### src/hdl/sfrd_pkg.sv
// sfrd_pkg: shared types and constants of the sorted flow record dedupe unit
// record layout, configuration register set, command and register index codes
// no dependencies
`default_nettype none

package sfrd_pkg;

   typedef struct packed {
      logic [31:0] sip;
      logic [31:0] dip;
      logic [31:0] nhip;
      logic [31:0] ports;
      logic [31:0] proto_flags;
      logic [31:0] packets;
      logic [31:0] bytes_count;
      logic [47:0] start_time;
      logic [31:0] elapsed;
      logic [31:0] sensor_type_state;
      logic [47:0] ifaces_app;
   } rec_type;

   typedef struct packed {
      logic [18:0] field_mask;
      logic [31:0] delta_packets;
      logic [31:0] delta_bytes;
      logic [47:0] delta_start_time;
      logic [31:0] delta_elapsed;
   } cfg_type;

   typedef enum logic [0:0] {
      CMD_RECORD = 1'b0,
      CMD_END    = 1'b1
   } cmd_type;

   localparam int CsrIndexWidth = 3;
   localparam int CsrDataWidth  = 48;

   localparam logic [CsrIndexWidth-1:0] CSR_FIELD_MASK       = 3'd0;
   localparam logic [CsrIndexWidth-1:0] CSR_DELTA_PACKETS    = 3'd1;
   localparam logic [CsrIndexWidth-1:0] CSR_DELTA_BYTES      = 3'd2;
   localparam logic [CsrIndexWidth-1:0] CSR_DELTA_START_TIME = 3'd3;
   localparam logic [CsrIndexWidth-1:0] CSR_DELTA_ELAPSED    = 3'd4;

   // key field bits of field_mask
   localparam int FB_SIP        = 0;
   localparam int FB_DIP        = 1;
   localparam int FB_NHIP       = 2;
   localparam int FB_SPORT      = 3;
   localparam int FB_DPORT      = 4;
   localparam int FB_PROTO      = 5;
   localparam int FB_PACKETS    = 6;
   localparam int FB_BYTES      = 7;
   localparam int FB_FLAGS      = 8;
   localparam int FB_START      = 9;
   localparam int FB_ELAPSED    = 10;
   localparam int FB_SENSOR     = 11;
   localparam int FB_IN_IFACE   = 12;
   localparam int FB_OUT_IFACE  = 13;
   localparam int FB_INIT_FLAGS = 14;
   localparam int FB_REST_FLAGS = 15;
   localparam int FB_TCP_STATE  = 16;
   localparam int FB_APP        = 17;
   localparam int FB_FLOW_TYPE  = 18;

endpackage

`default_nettype wire

### src/hdl/sfrd_compare.sv
// sfrd_compare: decides whether an arriving record matches the kept record
// masked exact compares plus delta windows on counts and times
// depends on sfrd_pkg
`default_nettype none

module sfrd_compare
   import sfrd_pkg::*;
(
   input  var rec_type new_rec,
   input  var rec_type held_rec,
   input  var cfg_type cfg,
   output logic        match
);

   function automatic logic near48(input logic [47:0] a, input logic [47:0] b,
                                   input logic [47:0] d);
      logic [47:0] diff;
      begin
         diff = (a > b) ? (a - b) : (b - a);
         return diff <= d;
      end
   endfunction

   logic [18:0] eq;
   logic [18:0] m;

   assign m = cfg.field_mask;

   always_comb begin
      eq[FB_SIP]        = new_rec.sip == held_rec.sip;
      eq[FB_DIP]        = new_rec.dip == held_rec.dip;
      eq[FB_NHIP]       = new_rec.nhip == held_rec.nhip;
      eq[FB_SPORT]      = new_rec.ports[31:16] == held_rec.ports[31:16];
      eq[FB_DPORT]      = new_rec.ports[15:0] == held_rec.ports[15:0];
      eq[FB_PROTO]      = new_rec.proto_flags[31:24] == held_rec.proto_flags[31:24];
      eq[FB_PACKETS]    = near48({16'd0, new_rec.packets}, {16'd0, held_rec.packets},
                                 {16'd0, cfg.delta_packets});
      eq[FB_BYTES]      = near48({16'd0, new_rec.bytes_count},
                                 {16'd0, held_rec.bytes_count},
                                 {16'd0, cfg.delta_bytes});
      eq[FB_FLAGS]      = new_rec.proto_flags[23:16] == held_rec.proto_flags[23:16];
      eq[FB_START]      = near48(new_rec.start_time, held_rec.start_time,
                                 cfg.delta_start_time);
      eq[FB_ELAPSED]    = near48({16'd0, new_rec.elapsed}, {16'd0, held_rec.elapsed},
                                 {16'd0, cfg.delta_elapsed});
      eq[FB_SENSOR]     = new_rec.sensor_type_state[31:16] ==
                          held_rec.sensor_type_state[31:16];
      eq[FB_IN_IFACE]   = new_rec.ifaces_app[47:32] == held_rec.ifaces_app[47:32];
      eq[FB_OUT_IFACE]  = new_rec.ifaces_app[31:16] == held_rec.ifaces_app[31:16];
      eq[FB_INIT_FLAGS] = new_rec.proto_flags[15:8] == held_rec.proto_flags[15:8];
      eq[FB_REST_FLAGS] = new_rec.proto_flags[7:0] == held_rec.proto_flags[7:0];
      eq[FB_TCP_STATE]  = new_rec.sensor_type_state[7:0] ==
                          held_rec.sensor_type_state[7:0];
      eq[FB_APP]        = new_rec.ifaces_app[15:0] == held_rec.ifaces_app[15:0];
      eq[FB_FLOW_TYPE]  = new_rec.sensor_type_state[15:8] ==
                          held_rec.sensor_type_state[15:8];
   end

   // empty mask means the whole record must be identical
   assign match = (m == '0) ? (new_rec == held_rec) : ((eq | ~m) == '1);

endmodule

`default_nettype wire

### src/hdl/sfrd_skid.sv
// sfrd_skid: output register plus one skid entry for emitted records
// the upstream stall comes straight from a flop
// depends on sfrd_pkg
`default_nettype none

module sfrd_skid
   import sfrd_pkg::*;
(
   input  logic    clock,
   input  logic    reset,
   input  logic    in_valid,
   input  var rec_type in_data,
   output logic    in_stall,
   output logic    out_valid,
   input  logic    out_stall,
   output rec_type out_data
);

   logic    out_valid_ff, out_valid_in;
   logic    skid_valid_ff, skid_valid_in;
   rec_type out_data_ff, out_data_in;
   rec_type skid_data_ff, skid_data_in;
   logic    take;

   assign take = out_valid_ff && !out_stall;

   always_comb begin
      out_valid_in  = out_valid_ff;
      skid_valid_in = skid_valid_ff;
      out_data_in   = out_data_ff;
      skid_data_in  = skid_data_ff;
      if (skid_valid_ff) begin
         // no new transaction can arrive while the skid entry is full
         if (take) begin
            out_data_in   = skid_data_ff;
            skid_valid_in = 1'b0;
         end
      end else if (in_valid) begin
         if (!out_valid_ff || take) begin
            out_data_in  = in_data;
            out_valid_in = 1'b1;
         end else begin
            skid_data_in  = in_data;
            skid_valid_in = 1'b1;
         end
      end else if (take) begin
         out_valid_in = 1'b0;
      end
   end

   always_ff @(posedge clock) begin
      if (reset) begin
         out_valid_ff  <= 1'b0;
         skid_valid_ff <= 1'b0;
      end else begin
         out_valid_ff  <= out_valid_in;
         skid_valid_ff <= skid_valid_in;
      end
      out_data_ff  <= out_data_in;
      skid_data_ff <= skid_data_in;
   end

   assign in_stall  = skid_valid_ff;
   assign out_valid = out_valid_ff;
   assign out_data  = out_data_ff;

endmodule

`default_nettype wire

### src/hdl/sorted_flow_record_dedupe_unit.sv
// sorted_flow_record_dedupe_unit: top level of the adjacent duplicate remover
// holds the kept record and configuration, instantiates sfrd_compare and sfrd_skid
// depends on sfrd_pkg
//
// usage:
//   req_* carries one command per transaction: a flow record (req_cmd = 0) or an
//   end-of-stream flush (req_cmd = 1). the records must arrive sorted on the
//   compared keys. each record is checked against the kept record in the cycle
//   it is accepted; a differing record pushes the kept one out on rsp_* and takes
//   its place, a matching one is dropped. a flush pushes out the kept record and
//   leaves the holder empty.
//   a result is registered in the output register, or in the skid entry when
//   rsp_stall holds that register. throughput: one transaction per cycle while
//   req_stall is low; the compare is one pass of equality and 48-bit window
//   logic between the kept-record register and the output register.
//   stall: the output register has one skid entry behind it; req_stall rises
//   only once that entry is filled, i.e. after rsp_stall held a result back
//   while another one was produced.
//   reset empties the holder and the output side and zeroes every csr. csr writes
//   are always taken (csr_ready is high) and must happen while the unit is idle.
`default_nettype none

module sorted_flow_record_dedupe_unit
   import sfrd_pkg::*;
(
   input  logic                     clock,
   input  logic                     reset,
   // record channel
   input  logic                     req_valid,
   output logic                     req_stall,
   input  logic [0:0]               req_cmd,
   input  logic [31:0]              req_sip,
   input  logic [31:0]              req_dip,
   input  logic [31:0]              req_nhip,
   input  logic [31:0]              req_ports,
   input  logic [31:0]              req_proto_flags,
   input  logic [31:0]              req_packets,
   input  logic [31:0]              req_bytes_count,
   input  logic [47:0]              req_start_time,
   input  logic [31:0]              req_elapsed,
   input  logic [31:0]              req_sensor_type_state,
   input  logic [47:0]              req_ifaces_app,
   // result channel
   output logic                     rsp_valid,
   input  logic                     rsp_stall,
   output logic [31:0]              rsp_out_sip,
   output logic [31:0]              rsp_out_dip,
   output logic [31:0]              rsp_out_nhip,
   output logic [31:0]              rsp_out_ports,
   output logic [31:0]              rsp_out_proto_flags,
   output logic [31:0]              rsp_out_packets,
   output logic [31:0]              rsp_out_bytes_count,
   output logic [47:0]              rsp_out_start_time,
   output logic [31:0]              rsp_out_elapsed,
   output logic [31:0]              rsp_out_sensor_type_state,
   output logic [47:0]              rsp_out_ifaces_app,
   // csr write channel
   input  logic                     csr_valid,
   output logic                     csr_ready,
   input  logic [CsrIndexWidth-1:0] csr_index,
   input  logic [CsrDataWidth-1:0]  csr_data
);

   cfg_type cfg_ff, cfg_in;
   logic    held_valid_ff, held_valid_in;
   rec_type held_rec_ff, held_rec_in;
   rec_type new_rec;
   rec_type rsp_rec;
   logic    accept;
   logic    is_end;
   logic    match;
   logic    emit;

   assign csr_ready = 1'b1;

   always_comb begin
      cfg_in = cfg_ff;
      if (csr_valid) begin
         case (csr_index)
            CSR_FIELD_MASK:       cfg_in.field_mask       = csr_data[18:0];
            CSR_DELTA_PACKETS:    cfg_in.delta_packets    = csr_data[31:0];
            CSR_DELTA_BYTES:      cfg_in.delta_bytes      = csr_data[31:0];
            CSR_DELTA_START_TIME: cfg_in.delta_start_time = csr_data[47:0];
            CSR_DELTA_ELAPSED:    cfg_in.delta_elapsed    = csr_data[31:0];
            default:              cfg_in = cfg_ff;
         endcase
      end
   end

   assign new_rec = '{sip: req_sip, dip: req_dip, nhip: req_nhip, ports: req_ports,
                      proto_flags: req_proto_flags, packets: req_packets,
                      bytes_count: req_bytes_count, start_time: req_start_time,
                      elapsed: req_elapsed, sensor_type_state: req_sensor_type_state,
                      ifaces_app: req_ifaces_app};

   sfrd_compare u_compare (
      .new_rec  (new_rec),
      .held_rec (held_rec_ff),
      .cfg      (cfg_ff),
      .match    (match)
   );

   assign accept = req_valid && !req_stall;
   assign is_end = req_cmd == CMD_END;
   assign emit   = accept && held_valid_ff && (is_end || !match);

   always_comb begin
      held_valid_in = held_valid_ff;
      held_rec_in   = held_rec_ff;
      if (accept) begin
         if (is_end) begin
            held_valid_in = 1'b0;
         end else if (!held_valid_ff || !match) begin
            held_valid_in = 1'b1;
            held_rec_in   = new_rec;
         end
      end
   end

   always_ff @(posedge clock) begin
      if (reset) begin
         cfg_ff        <= '0;
         held_valid_ff <= 1'b0;
      end else begin
         cfg_ff        <= cfg_in;
         held_valid_ff <= held_valid_in;
      end
      held_rec_ff <= held_rec_in;
   end

   sfrd_skid u_skid (
      .clock     (clock),
      .reset     (reset),
      .in_valid  (emit),
      .in_data   (held_rec_ff),
      .in_stall  (req_stall),
      .out_valid (rsp_valid),
      .out_stall (rsp_stall),
      .out_data  (rsp_rec)
   );

   assign rsp_out_sip               = rsp_rec.sip;
   assign rsp_out_dip               = rsp_rec.dip;
   assign rsp_out_nhip              = rsp_rec.nhip;
   assign rsp_out_ports             = rsp_rec.ports;
   assign rsp_out_proto_flags       = rsp_rec.proto_flags;
   assign rsp_out_packets           = rsp_rec.packets;
   assign rsp_out_bytes_count       = rsp_rec.bytes_count;
   assign rsp_out_start_time        = rsp_rec.start_time;
   assign rsp_out_elapsed           = rsp_rec.elapsed;
   assign rsp_out_sensor_type_state = rsp_rec.sensor_type_state;
   assign rsp_out_ifaces_app        = rsp_rec.ifaces_app;

   // a full skid entry always sits behind a full output register
   a_stall_needs_result: assert property (@(posedge clock) disable iff (reset)
      req_stall |-> rsp_valid)
      else $error("input stalled with empty output register");

   // the skid entry only fills while a result is held back
   a_stall_cause: assert property (@(posedge clock) disable iff (reset)
      $rose(req_stall) |-> $past(rsp_valid && rsp_stall))
      else $error("skid entry filled without a stalled result");

   // a flush always empties the holder
   a_flush_empties: assert property (@(posedge clock) disable iff (reset)
      (accept && is_end) |=> !held_valid_ff)
      else $error("holder not empty after flush");

   // a record transaction always leaves something held
   a_record_holds: assert property (@(posedge clock) disable iff (reset)
      (accept && !is_end) |=> held_valid_ff)
      else $error("holder empty after record transaction");

endmodule

`default_nettype wire
### config.mk
export PLATFORM = sky130hd
export DESIGN_NAME = sorted_flow_record_dedupe_unit
export DESIGN_NICKNAME = d
export VERILOG_FILES = /design/src/hdl/sfrd_pkg.sv /design/src/hdl/sfrd_compare.sv /design/src/hdl/sfrd_skid.sv /design/src/hdl/sorted_flow_record_dedupe_unit.sv
export SDC_FILE = /design/constraint.sdc
export NUM_CORES = 2
export LEC_CHECK = 0
export ABC_AREA = 0
export ABC_CLOCK_PERIOD_IN_PS = 45300
export BUFFER_PORTS_ARGS = -buffer_cell sky130_fd_sc_hd__buf_2
export CAP_MARGIN = 20
export CORE_MARGIN = 2
export CORE_UTILIZATION = 35
export CTS_BUF_LIST = sky130_fd_sc_hd__clkbuf_16
export DETAILED_ROUTE_END_ITERATION = 10
export REMOVE_ABC_BUFFERS = 1
export SLEW_MARGIN = 15
export SYNTH_ARGS = -nofsm -noshare
export SYNTH_HDL_FRONTEND = slang
export SYNTH_SLANG_ARGS = --single-unit
### constraint.sdc
create_clock -name clock -period 45.3 [get_ports clock]
set_input_delay 6.795 -clock clock [delete_from_list [all_inputs] [get_ports clock]]
set_output_delay 6.795 -clock clock [all_outputs]
set_load 0.01 [all_outputs]
==> results_dict.tcl <==
set metrics [dict create \
    area_delta_synth_final_pct 17.0 \
    finalHoldViolCount 0 \
    vias 48400 \
    n_fill_cell 18400 \
    dp_hpwl_um 160000 \
    drt-wirelength-per-cell_um 22.6 \
    cts_hold_buf 0 \
    drc 0 \
    clk_pin_slew_ns 0.06 \
    worstPathMaxFanout 67 \
    core-area_mm2 0.192 \
    leakage_nw 30.0 \
    finalPower_mw 3.03 \
    core.rowCount 161 \
    endpoint_kind "register" \
    fp.dieW_um 443 \
    setup-violations-final 0 \
    cts_resized 0 \
    ys_seq_area_share_pct 56.1 \
    crit_type "primary input to register" \
    fin_cells 9344 \
    irDropWorstVdd_mv 0.0378 \
    drv_slew 0 \
    die_h_um 443 \
    antenna_found_initial 71 \
    via_per_inst 5.18 \
    dp_cells 9048 \
    yosysUniqueCellTypes 101 \
    numPortBuffers 826 \
    top_level_ports 828 \
    grt_max_degree 146 \
    required_ns 45.72 \
    start_util_pct 35.2 \
    tightest_slew_ns 1.11 \
    maxCapViolCount 0 \
    dpl_cell_area_mm2 0.0743 \
    cts_tree "built" \
    postRouteAntennaNets 0 \
    max-clock-path-buffers 3 \
    cts.sinks 1318 \
    async_reset_ff_share_pct 0 \
    grt_pass1_vias 47300 \
    period_share_pct 34.1 \
    drt_iter0_markers 3457 \
    status "finished, final reports clean" \
    synth_edf_count 1152 \
    worstHoldPathType "register to register" \
    syn_avg_cell_area_um2 11.4 \
    crit_arrival_ns 15.88 \
    ys_warn_count 0 \
    finalInstanceArea_mm2 0.0791 \
    post_cts_buffers 0 \
    grt_overflow 0 \
    rsz0062_at_grt "false" \
    min_period_ns 15.45 \
    cts-root-buf "clkbuf_16" \
    yosys.area.top_type "edfxtp_1" \
    cts_inserted_buffers 149 \
    fin_skew_ns 0.0473 \
    grt.total_usage_pct 20.8 \
    synth-seq-cells 1318 \
    die_area_mm2 0.197 \
    synth_most_common_cell "edfxtp_1" \
    grt_pass1_wl_um 309000 \
    gp_congestion 0.912 \
    dp_slack_ns 29.14 \
    clock_latency_ns 0.81 \
    synth_top_cell_area_share_pct 51.2 \
    yosys-top-cells-count "1152 x edfxtp_1, 675 x nand2_1, 577 x a21oi_1" \
    cp-start-kind "primary input" \
    max_freq_ghz 0.0647 \
    fin_nets 7554 \
    wl_um 211000 \
    synth_ff_type "edfxtp_1" \
    power_density_mw_per_mm2 38.3 \
    ctsHtreeMaxLevel 4 \
    firstDrtPassIters 5 \
    synth_cells 5912 \
    worst_slack_ns 29.85 \
    synthesis.area_mm2 0.0676 \
    slew_headroom_pct 26.3 \
    finalSetupTns_ns 0 \
    yosys-top-cells-area "edfxtp_1 51%, ha_1 8.0%, dfxtp_1 4.9%" \
    layout-drive-gt1-share_pct 20.4 \
]
-- state kept, by name (all words and copies together) (netlist names) --
signal / flops
cfg_ff: 163
held_rec_ff: 384
held_valid_ff: 1
u_skid.in_stall: 1
u_skid.out_data: 384
u_skid.out_valid: 1
u_skid.skid_data_ff: 384
-- cell type report --
| class | count | area, um2 | share of cell area (%) |
|---|---|---|---|
| antenna | 25 | 62.6 | 0.0791 |
| clock buffer | 152 | 3800 | 4.81 |
| clock inverter | 118 | 937 | 1.18 |
| inverter | 507 | 1900 | 2.41 |
| multi-input combinational | 3834 | 26800 | 33.9 |
| sequential | 1318 | 37900 | 47.9 |
| tap | 2526 | 3160 | 4.00 |
| timing repair buffer | 864 | 4520 | 5.71 |
-- per-stage QoR --
step           hold slack (ns)  utilization, %
4_1_cts                  0.455            41.1
3_5_place_dp             0.443            38.6
5_1_grt                  0.458            41.1
3_3_place_gp             0.429            38.6
2_1_floorplan            0.426               -
6_report                 0.455            41.2
-- critical path: stages --
cell and delay (ns):
buf_2 0.11, inv_1 0.05, ha_1 0.51, nand4_1 0.30
nor4_1 0.61, nand2_1 0.39, o211ai_2 0.31, inv_2 0.11
nor2_2 0.78, a2111oi_0 0.15, a22oi_1 0.43, a31oi_1 0.17
xnor2_1 0.16, ha_1 0.30, nand4_1 0.14, nor4_1 0.55
o41ai_1 0.16, a21oi_1 0.26, nor4_1 0.11, o211ai_1 0.16
o21ai_0 0.20, a21oi_4 0.43, buf_4 0.80, buf_4 0.80
buf_4 0.85
-- final timing paths --
path | slack, ns | start | endpoint | depth (start not counted)
worst max register to register | 35.52 | held_rec_ff[186] | held_rec_ff[28] | 23
worst max-delay path | 29.85 | req_bytes_count[26] | held_rec_ff[28] | 25
worst min register to register | 0.45 | cfg_ff[38] | cfg_ff[38] | 2
worst min-delay path | 0.45 | cfg_ff[38] | cfg_ff[38] | 2
-- cell usage in the layout, fill, tap and decap left out, types with 25 or more instances in the layout --
cell type / instances
edfxtp_1: 1152
buf_2: 825
nand2_1: 675
a21oi_1: 575
inv_1: 527
ha_1: 431
o21ai_0: 319
mux2_2: 252
xor2_1: 193
nor2_1: 192
xnor2_1: 179
a21o_1: 166
dfxtp_1: 165
clkbuf_16: 152
nand4_1: 144
o21bai_1: 80
nor4_1: 69
o211ai_1: 46
nor3_1: 43
mux2i_1: 38
nand3_1: 36
clkinv_1: 35
buf_4: 31
a211oi_1: 27
o21a_1: 26
nor2b_1: 26
diode_2: 25
-- power breakdown --
group	switching [mW]	total (mW)	leakage (nW)	internal, mW
Sequential	0.0201	1.38	11.9	1.36
Clock	0.514	1.18	2.41	0.662
Combinational	0.290	0.469	15.7	0.179
-- metal layers --
metal	track usage [%]	wire length [um]	vias to the layer above
met5	0	249	-
met4	6.33	5640	38
met3	3.66	11300	337
met2	36.2	105000	1467
met1	26.1	88600	23600
li1	-	-	22900
-- cells by family (layout without fill, tap and decap cells) --
group,after synthesis,in the layout,share of synthesized area (%)
buffers and inverters,760,1641,4.35
AOI/OAI and AO/OA,1440,1440,13.0
muxes,292,292,4.80
adders and majority gates,439,439,8.22
other,1,26,0.00555
and+or+nand+nor,1290,1290,8.74
xor gates and xnor gates,372,372,4.82
DFF,1318,1318,56.1
(Power assumes the default switching activity.)
